<file path="src/hdl/mts_ram.sv">
// generic simple dual-port ram, one write and one registered read
// no dependencies
`default_nettype none

module mts_ram #(
    parameter int WIDTH = 32,
    parameter int DEPTH = 16
) (
    input  wire logic                     clk,
    input  wire logic                     we,
    input  wire logic [$clog2(DEPTH)-1:0] waddr,
    input  wire logic [WIDTH-1:0]         wdata,
    input  wire logic [$clog2(DEPTH)-1:0] raddr,
    output logic      [WIDTH-1:0]         rdata
);

    logic [WIDTH-1:0] mem [DEPTH];
    logic [WIDTH-1:0] rdata_reg;

    always_ff @(posedge clk)
    begin
        if (we)
        begin
            mem[waddr] <= wdata;
        end
        rdata_reg <= mem[raddr];
    end

    assign rdata = rdata_reg;

endmodule

`default_nettype wire

</file>
<file path="config.mk">
export PLATFORM = sky130hd
export DESIGN_NAME = mts_ram
export DESIGN_NICKNAME = d
export VERILOG_FILES = /design/src/hdl/mts_ram.sv
export SDC_FILE = /design/constraint.sdc
export NUM_CORES = 1
export LEC_CHECK = 0
export BUFFER_PORTS_ARGS = -buffer_cell sky130_fd_sc_hd__buf_4
export CORE_MARGIN = 2
export CORE_UTILIZATION = 40
export CTS_BUF_LIST = sky130_fd_sc_hd__clkbuf_4 sky130_fd_sc_hd__clkbuf_8
export DETAILED_ROUTE_END_ITERATION = 10
export GPL_TIMING_DRIVEN = 0
export PLACE_DENSITY = 0.65
export SYNTH_ARGS = -nofsm -noshare
export SYNTH_HDL_FRONTEND = slang
export SYNTH_SLANG_ARGS = --single-unit
</file>
<file path="constraint.sdc">
create_clock -name clk -period 3.8 [get_ports clk]
set_input_delay 0.38 -clock clk [delete_from_list [all_inputs] [get_ports clk]]
set_output_delay 0.38 -clock clk [all_outputs]
set_load 0.005 [all_outputs]
</file>
Yosys cells after proc, flatten, opt, wreduce, memory -nomap -nowiden:

Memory sizes are Yosys's and may differ from the RTL's. A register that Yosys moved wholly into a read port is not among the register bits.
Cells that the tools add are included.

* register bits after elaboration: 0
* logic and storage cells: 3
* memory bits (writable): 512
* memories: 1

* muxes and demuxes: 2

Memories
* mem: words 16, bits a word 32, read ports 1, clocked after memory_dff 1, write ports 1, line 17 `logic [WIDTH-1:0] mem [DEPTH];`

Operators with widths (number)
* 2-to-1 mux 1 bit: 2

Depth between registers and ports, before layout:

* depth in word-level cells: 2
* depth in mapped cells: 5
* mapped depth without buffers: 3

Least setup slack after synthesis:

No wires, ideal clock.

* kind: input port to flip-flop
* start point: input waddr[2]
* end point: memory mem[0][0], enable pin
* library setup time: 0.461 ns
* cell stages on the path: 2
* path slack: 0.240 ns
* arrival: 3.098 ns
* path buffers: 0
* data required time: 3.339 ns
* path through: or3b_2 > nor3_1

RTL lines
* start: declaration: line 11 `input wire logic [$clog2(DEPTH)-1:0] waddr,`
* end: declaration: line 17

Straight into the memory's write port.

Worst setup path after layout:

* start point: input waddr[2]
* end point: memory mem[8][1], enable pin

Straight into the memory's write port.

==> flow_summary.ini <==
[global_routing]
grt_max_degree = 25
grt_usage_pct = 17.1
grt_first_pass_wirelength_mm = 62.8
grt_pass1_vias = 9808
grt_antenna_before_repair = 0
grt_remaining_overflow = 0

[floorplanning]
start_util_pct = 40.6
fp.dieW_um = 227
die_h_um = 227
design.core.area_um2 = 49000
dieArea_um2 = 51400
row_count = 81
pin_count = 74

[worst_setup_path]
worstSetupPathType = input port to flip-flop
cp_max_fo = 9
cpMaxStageDelayCell = nor3_2
crit_family = simple AND/OR/NAND/NOR gates
crit_top_cell = buf_4
end_kind = flip-flop
required_ns = 4.13
start_kind = input port
r2r-end = rdata[30]
crit_path_cell_trace = buf_4 -> nand3b_1 -> nor3_2 -> buf_4 -> buf_6
reg2reg_depth = 3
r2r-start = mem[11][30]
rrSetupSlack_ns = 2.40
arrival_ns = 2.16
max_stage_delay_ns = 0.72
path_buf_inv = 3

[logic_synthesis]
ys_seq_elements = 544
synth_cells = 838
synth_nets = 880
avgSynthCellArea_um2 = 23.7
ys_seq_area_share_pct = 80.7
synthDistinctLibCells = 18
synth_area_um2 = 19900
yosysWarnings = 0

[sta]
setup_viol = 0
fmax_ghz = 0.548
fin_skew_ns = 0.0220
post-route-period-util_pct = 48.0
hold_violations = 0
worstMarginPinSlew_ns = 0.976
fin_crit_ns = 1.82
slew_headroom_pct = 35.0
rsz0062_at_grt = no
slew_viol_final = 0

[finish]
layout-drive-gt1-share_pct = 36.7
multiInputGateArea_um2 = 3730
fillCellCount = 3943
regArea_um2 = 16000
area_growth_pct = 19.8
nets = 1087
largest_register_ffs = 512
stdcell_count = 1780
finish.utilization_pct = 48.6
n_antenna_cell = 0
fin_area_um2 = 23800

[routing]
drc = 0
wl_per_cell_um = 23.9
drt_wl_total_mm = 42.6
detail-route-antenna-nets = 0
num_vias = 9387
first_iter_violations = 928
viasPerCell = 5.27
dr.pass1.iters = 5

[placement]
dp.cells = 1599
place_congestion = 0.693
numPortBuffers = 71
hpwlAfterDp_mm = 26.1
dpl_cell_area_um2 = 21700

[power]
vdd_ir_drop_max_mv = 0.211
p_leak_nw = 7.73
pwr_density_cell_nw_per_um2 = 528

[cts]
tritoncts = yes
clock_sinks = 544
worst_skew_pair.late_latency_ns = 0.64
htree_levels = 3
cts_root_buf = clkbuf_8
path_clk_slew_ns = 0.06
numCtsBuffers = 86
clock_path_buffers = 3

[min_path]
worstHoldStart = wdata[8]
hold_class = input port to flip-flop
hold_depth = 1
min_to = mem[10][8]

[status]
status = complete, no violations

[job]
drv_cap = 0
power by group:
group / internal (mW) / total, mW / switching [mW]
clock network: 2.96 / 5.15 / 2.19
registers: 6.71 / 6.74 / 0.0349
logic: 0.299 / 0.659 / 0.360
total: 9.97 / 12.6 / 2.59
worst reg2reg max path, delay by kind of cell (launching register included):
family             cells  cell delay (ns)
AOI/OAI and AO/OA      1             0.20
DFF                    1             0.36
muxes                  1             0.47
and+or+nand+nor        1             0.19
cell type report:
| cell class | count | area share (%) |
|---|---|---|
| Clock inverter | 20 | 0.631 |
| Timing Repair Buffer | 119 | 4.84 |
| Tap cell | 664 | 3.49 |
| Multi-Input combinational cell | 251 | 15.7 |
| Sequential cell | 544 | 67.3 |
| Clock buffer | 139 | 7.12 |
| Buffer | 43 | 0.936 |
Yosys cell counts:
cell | n | share of area [%]
buf_6 | 2 | 0.11
edfxtp_1 | 512 | 77
dfxtp_1 | 32 | 3.2
clkbuf_1 | 17 | 0.32
buf_1 | 9 | 0.17
buf_2 | 4 | 0.10
nor2b_1 | 2 | 0.063
nand2_1 | 33 | 0.62
and2_1 | 1 | 0.032
nor2_1 | 13 | 0.25
nand2b_1 | 2 | 0.063
buf_4 | 11 | 0.42
nand3b_1 | 2 | 0.076
or3b_2 | 1 | 0.044
mux4_2 | 128 | 15
nand3_1 | 1 | 0.025
nor3_1 | 4 | 0.10
a22oi_1 | 64 | 2.4
repair_timing:
item,in CTS,in global routing
setup endpoints to repair,0,0
hold endpoints to repair,306,0
resized for setup,0,0
hold buffers,22,0
setup buffers,0,0
cells by family (layout without fill, tap and decap cells):
group,count (synthesis),in the layout,synth area share [%]
AOI/OAI and AO/OA,64,64,2.42
buffers and inverters,43,321,1.12
DFF,544,544,80.7
muxes,128,128,14.5
and+or+nand+nor,59,59,1.27
per-layer routing:
metal | share of wire, % | GRT usage, % | routed length [µm]
met3 | 6.4 | 3.93 | 2740
met5 | 0 | 0 | 0
met4 | 1.9 | 5.03 | 824
met1 | 43 | 24.0 | 18500
met2 | 48 | 27.0 | 20500
how the worst max path moves through the flow:
stage	from	endpoint	slack, ns	cells after the start
6_report	waddr[2]	mem[8][1]	1.98	5
4_1_cts	waddr[2]	mem[8][1]	1.98	5
3_5_place_dp	waddr[2]	mem[8][1]	1.30	5
3_3_place_gp	waddr[3]	mem[4][8]	-2.32	3
2_1_floorplan	waddr[2]	mem[0][0]	0.24	2
5_1_grt	waddr[2]	mem[8][1]	1.92	5
cells in the final DEF, fill, tap and decap left out, types with 4 or more instances in the layout:
cell type,count
clkbuf_8,104
nand2_1,33
clkbuf_1,17
dfxtp_1,32
clkinv_1,8
buf_1,9
buf_6,14
clkbuf_4,35
edfxtp_1,512
dlygate4sd3_1,22
mux4_2,128
clkinv_2,7
a22oi_1,64
nor3_2,4
buf_2,4
buf_12,11
nor2_4,12
buf_4,84
through the flow:
step                power (mW)  setup WS [ns]  TNS [ns]  hold WS (ns)
floorplan                 7.19          0.240         0         0.479
global placement          7.48          -2.32   -390.12         0.647
detailed placement        7.52           1.30         0         0.661
CTS                       12.7           1.98         0       0.00267
global route              13.0           1.92         0        0.0349
finish                    12.6           1.98         0        0.0506
(Power assumes the default switching activity.)
