**src/hdl/mts_pkg.sv**
```systemverilog
// shared types and codes for the model transform stack
// no dependencies
`default_nettype none

package mts_pkg;

    // input function codes
    localparam logic FUNC_BEGIN = 1'b0;
    localparam logic FUNC_ELEM  = 1'b1;

    // element position that completes a transform
    localparam logic [3:0] LAST_ELEM = 4'd15;

    typedef struct packed {
        logic               func;
        logic [3:0]         elem_index;
        logic signed [31:0] elem_value;
        logic [31:0]        transform_id;
    } item_t;

    typedef struct packed {
        logic [3:0]         out_index;
        logic signed [31:0] out_value;
        logic               reused;
        logic               overflow;
        logic               last_out;
    } result_t;

    // control word travelling with one multiply-accumulate step
    typedef struct packed {
        logic       valid;
        logic       first;
        logic       last;
        logic [3:0] index;
    } mac_ctrl_t;

endpackage

`default_nettype wire

```
**src/hdl/mts_mac.sv**
```systemverilog
// shared multiply-accumulate unit with scale and saturation
// depends on mts_pkg
`default_nettype none

module mts_mac
    import mts_pkg::*;
#(
    parameter int FRAC_BITS = 16
) (
    input  wire logic               clk,
    input  wire logic               rst_n,
    input  wire mac_ctrl_t          ctrl,
    input  wire logic signed [31:0] a,
    input  wire logic signed [31:0] b,
    output logic                    res_valid,
    output logic [3:0]              res_index,
    output logic signed [31:0]      res_value
);

    localparam logic signed [31:0] SAT_MAX = 32'sh7fffffff;
    localparam logic signed [31:0] SAT_MIN = 32'sh80000000;

    mac_ctrl_t          ctrl_reg;
    logic signed [63:0] prod_reg;
    logic signed [63:0] prod_next;
    logic signed [63:0] acc_reg;
    logic signed [63:0] acc_next;
    logic signed [63:0] sum;
    logic signed [63:0] shifted;
    logic [32:0]        high_bits;

    assign prod_next = a * b;

    always_ff @(posedge clk or negedge rst_n)
    begin
        if (!rst_n)
        begin
            ctrl_reg <= '0;
        end
        else
        begin
            ctrl_reg <= ctrl;
        end
    end

    always_ff @(posedge clk)
    begin
        prod_reg <= prod_next;
        acc_reg  <= acc_next;
    end

    // wraps modulo 2^64
    always_comb
    begin
        sum       = (ctrl_reg.first ? 64'sd0 : acc_reg) + prod_reg;
        acc_next  = ctrl_reg.valid ? sum : acc_reg;
        shifted   = sum >>> FRAC_BITS;
        high_bits = shifted[63:31];
        if (high_bits == '0 || high_bits == '1)
        begin
            res_value = shifted[31:0];
        end
        else
        begin
            res_value = shifted[63] ? SAT_MIN : SAT_MAX;
        end
    end

    assign res_valid = ctrl_reg.valid && ctrl_reg.last;
    assign res_index = ctrl_reg.index;

endmodule

`default_nettype wire

```
**config.mk**
```make
export PLATFORM = sky130hd
export DESIGN_NAME = mts_mac
export DESIGN_NICKNAME = d
export VERILOG_FILES = /design/src/hdl/mts_pkg.sv /design/src/hdl/mts_mac.sv
export SDC_FILE = /design/constraint.sdc
export NUM_CORES = 2
export LEC_CHECK = 0
export BUFFER_PORTS_ARGS = -buffer_cell sky130_fd_sc_hd__buf_2
export CORE_ASPECT_RATIO = 1.75
export CORE_MARGIN = 2
export CORE_UTILIZATION = 28
export DETAILED_ROUTE_END_ITERATION = 6
export GPL_ROUTABILITY_DRIVEN = 0
export MAX_ROUTING_LAYER = met4
export PLACE_DENSITY_LB_ADDON = 0.05
export SLEW_MARGIN = 5
export SYNTH_ARGS = -nofsm -noshare
export SYNTH_HDL_FRONTEND = slang
export SYNTH_SLANG_ARGS = --single-unit
```
**constraint.sdc**
```tcl
create_clock -name clk -period 13.6 [get_ports clk]
set_clock_uncertainty 0.05 [all_clocks]
set_input_delay 1.36 -clock clk [delete_from_list [all_inputs] [get_ports clk]]
set_output_delay 1.36 -clock clk [all_outputs]
set_load 0.05 [all_outputs]
```
Word-level counts from Yosys, hierarchy flattened
Index checks and enable logic that the tools add are counted.
Cells by class
  muxes and demuxes: 3
  add/sub/neg operators: 1
  multiply operators: 1
  equality and inequality tests: 1
  reduce and logical (&&, ||, !) cells: 3
Operators by type and width (number)
  $add A64 B64 Y64: 1
  $mul A32 B32 Y64: 1
  $mux W32: 2
  $mux W64: 1
  $eq A33 B33 Y1 const B: 1
  $logic_not A33 Y1: 1
  $logic_and A1 B1 Y1: 1
  $logic_or A1 B1 Y1: 1
Word-level totals
  register bits: 135
  logic and storage cells: 15
  input bits: 73
  output and inout bits: 37

Longest topological paths before layout
  word-level depth: 5
  gate-level depth with buffers: 30
  depth with buffers taken out: 29

Least setup slack after synthesis
OpenSTA, ideal clock, no wires.
  path kind: input -> register
  start point: input port a[31]
  end point: register prod_reg[56]
  required time: 13.478 ns
  arrival: 8.842 ns
  path slack: 4.636 ns
  buffers on the path: 1
  cell stages on the path: 25
  setup time: 0.072 ns
  cells stage by stage: clkbuf_1 nand2_1 inv_1 fa_1 fa_1 fa_1 fa_1 fa_1 fa_1 fa_1 inv_1 fa_1 inv_1 ha_1 a21o_1 a21oi_1 o211ai_1 a32o_1 or3b_1 o211ai_1 a31oi_1 or4_1 a31o_2 a21oi_1 xnor2_1
Between the ends
  cells in the longest elaborated chain, start to end: 1
Ends and longest elaborated chain
  start, declared: line mts_mac.sv:13  | input wire logic signed [31:0] a,
  $mul A32 B32 Y64: line mts_mac.sv:32  | assign prod_next = a * b;
  named net prod_next[56]: line mts_mac.sv:25  | logic signed [63:0] prod_next;
  end signal, assigned: line mts_mac.sv:48  | prod_reg <= prod_next;
  end, declared: line mts_mac.sv:24  | logic signed [63:0] prod_reg;
The timed path passes the listed nets, and every way through them passes these cells.
A chain may end at the register's enable or synchronous reset.

Worst setup path after layout
  start point: input port b[2]
  end point: register prod_reg[62]
Between the ends
  cells in the longest elaborated chain, start to end: 1
Ends and longest elaborated chain
  start, declared: line mts_mac.sv:14  | input wire logic signed [31:0] b,
  $mul A32 B32 Y64: line mts_mac.sv:32
  named net prod_next[62]: line mts_mac.sv:25
The timed path passes the listed nets, and every way through them passes these cells.

==> out/results.ini <==
[cts]
cts_buffers = 17
insertion_delay_ns = 0.48
ctsRootBufferMaster = clkbuf_16
postCtsSetupBuffers = 0
cts_tree = yes
clock-sinks = 135
cts_hold_buf = 0
clockBufferDepth = 2
ctsHtreeMaxLevel = 4
cts_resized = 0
path_clk_slew_ns = 0.07

[sta]
setup_viol = 0
final.period_utilization = 0.723
drv_slew = 0
finalCriticalPeriod_ns = 9.84
setup_tns_ns = 0
tightestPinTransition_ns = 1.30
maxSlewHeadroom = 0.132
grt_setup_unrepaired = no
fmax_mhz = 102
fin_hold_ws_ns = 0.500
hold_viol_final = 0

[run_status]
outcome = complete, no violations

[critical_path]
cp_data_required_time_ns = 13.96
crit_path_end_kind = flop
critPathArrivalTime_ns = 10.19
crit_path_max_incr_delay_ns = 1.03
path_common_cell = fa_1
cp_cell_sequence = buf_2 > nand2_1 > inv_1 > fa_1 > fa_1 > fa_1 > fa_1 > fa_1 > fa_1 > fa_1 > inv_1 > fa_1 > inv_1 > ha_1 > nand3_1 > nor2_1 > nand2_1 > a2111oi_0 > o211ai_1 > a31oi_1 > o41ai_1 > o21ai_0 > xnor2_1
crit_type = input pin to flop
crit_fanout = 32
crit_path_start_kind = input pin
cp_slowest_cell = a2111oi_0

[cells_and_area]
synthToLayoutAreaGrowth_pct = 6.60
finalNetCount = 6121
fin_area_mm2 = 0.0475
drive_gt1_frac = 0.0393
fin_util = 0.300

[placement]
placed_area_mm2 = 0.0469
dp_hpwl_mm = 132
port_buffers = 109

[die]
core_area_mm2 = 0.158
start_util = 0.282
fp.dieW_um = 306
fp.dieH_um = 532
die_area_mm2 = 0.163
rows = 193
io_pins = 110

[drt]
drt_iter0_markers = 1336
wl_per_cell_um = 23.6
ant_nets = 0
vias_per_cell = 4.72
first_pass_iters = 5
drc = 0
wirelength_mm = 160
vias = 32000

[grt]
antenna_found_initial = 8
groute.usage.overall = 0.211
grt_max_degree = 65
gr-total-overflow = 0
grt_pass1_vias = 37400
grt_pass1_wl_mm = 243

[yosys]
syn_area_mm2 = 0.0446
synthArstFlopShare = 0.0519
synth_cell_type_count = 79
synth_area_per_cell_um2 = 9.25
synthFlopType = edfxtp_1
ys_warn_count = 0
synth_cells = 4821
ys_ff_latch = 135
syn-num-nets = 6224
ys_seq_area_frac = 0.0758
synth_edf_count = 64

[hold_path]
hold_path_class = flop to flop

[job]
cap_violations = 0

## layout by cell type, fill, tap and decap left out, types with 6 or more instances in the layout
| cell | netlist | layout |
|---|---|---|
| dfxtp_1 | 64 | 64 |
| clkbuf_16 | 0 | 19 |
| and3_1 | 19 | 19 |
| nand2_1 | 645 | 645 |
| xor2_1 | 45 | 45 |
| nand2b_1 | 22 | 22 |
| o21bai_1 | 24 | 24 |
| nand3_1 | 26 | 26 |
| buf_2 | 11 | 109 |
| nor2b_1 | 72 | 72 |
| o211ai_1 | 8 | 8 |
| buf_4 | 4 | 25 |
| a31oi_1 | 15 | 15 |
| o221ai_1 | 31 | 31 |
| edfxtp_1 | 64 | 64 |
| nor3_1 | 21 | 21 |
| or4_1 | 6 | 6 |
| a21o_1 | 60 | 60 |
| and2_1 | 512 | 512 |
| inv_1 | 1021 | 1021 |
| xnor2_1 | 81 | 81 |
| o21ai_0 | 82 | 82 |
| nand4_1 | 33 | 33 |
| a21oi_1 | 134 | 134 |
| ha_1 | 247 | 247 |
| fa_1 | 1083 | 1083 |
| a211oi_1 | 13 | 13 |
| nor2_1 | 110 | 110 |
| o21a_1 | 28 | 28 |
## cells by family after synthesis
family	Yosys count	share of synthesized area
and+or+nand+nor	1492	0.167
adders and majority gates	1330	0.556
buffers and inverters	1277	0.108
AOI/OAI and AO/OA	457	0.0675
muxes	3	0.000758
DFF	135	0.0758
xor gates and xnor gates	127	0.0251
## cells in the mapped netlist (24+ instances only)
| library cell | n | area, µm² |
|---|---|---|
| o21bai_1 | 24 | 180 |
| inv_1 | 1021 | 3830 |
| o21ai_0 | 82 | 410 |
| nor2_1 | 110 | 413 |
| nand4_1 | 33 | 206 |
| nand2_1 | 645 | 2420 |
| dfxtp_1 | 64 | 1280 |
| edfxtp_1 | 64 | 1920 |
| o221ai_1 | 31 | 272 |
| fa_1 | 1083 | 21700 |
| nor2b_1 | 72 | 450 |
| xor2_1 | 45 | 394 |
| ha_1 | 247 | 3090 |
| o21a_1 | 28 | 210 |
| nand3_1 | 26 | 130 |
| and2_1 | 512 | 3200 |
| clkbuf_1 | 241 | 905 |
| a21o_1 | 60 | 450 |
| a21oi_1 | 134 | 671 |
| xnor2_1 | 81 | 709 |
## layout make-up
cell class	instances	area [µm²]
flip-flops and latches	135	3380
inverters	1021	3830
well taps	2047	2560
repair buffers	134	733
diodes	5	12.5
multi-input cells	3409	36400
clock buffers	21	483
clock inverters	11	134
fillers	16900	111000
## path summary, 6_finish.rpt
check                                       from                    end  slack (ns)  cells past startpoint
min in group asynchronous                  rst_n  ctrl_reg[6]$_DFF_PN0_        0.65                      1
max                                         b[2]   prod_reg[62]$_DFF_P_        3.76                     23
max in group asynchronous                  rst_n  ctrl_reg[5]$_DFF_PN0_       12.68                      1
min                          prod_reg[0]$_DFF_P_   acc_reg[0]$_DFFE_PP_        0.50                      1
max reg2reg                ctrl_reg[5]$_DFF_PN0_  acc_reg[62]$_DFFE_PP_        8.54                     16
min reg2reg                  prod_reg[0]$_DFF_P_   acc_reg[0]$_DFFE_PP_        0.50                      1
## critical path: cells and delay by family
family	cells	cell delay, ns
AOI/OAI and AO/OA	5	2.30
and+or+nand+nor	4	0.65
xor gates and xnor gates	1	0.16
adders and majority gates	9	4.82
buffers and inverters	4	0.87
## through the flow
step / std cells / setup WS, ns
floorplan: 4821 / 4.64
global placement: 6746 / 3.04
detailed placement: 6746 / 3.12
CTS: 6778 / 3.63
global route: 6781 / 3.13
finish: 6783 / 3.76
## layer usage
metal,part of all wire,wire (µm),up-vias,GRT usage
li1,-,-,14200,-
met4,0.046,7400,0,0.0808
met3,0.015,2380,181,0.0124
met5,0,0,-,-
met2,0.63,100000,442,0.449
met1,0.31,49700,17200,0.187
Power is left out: the tool's default activity adds up to more than one toggle a clock period on the data nets, which glitch-free logic cannot reach.
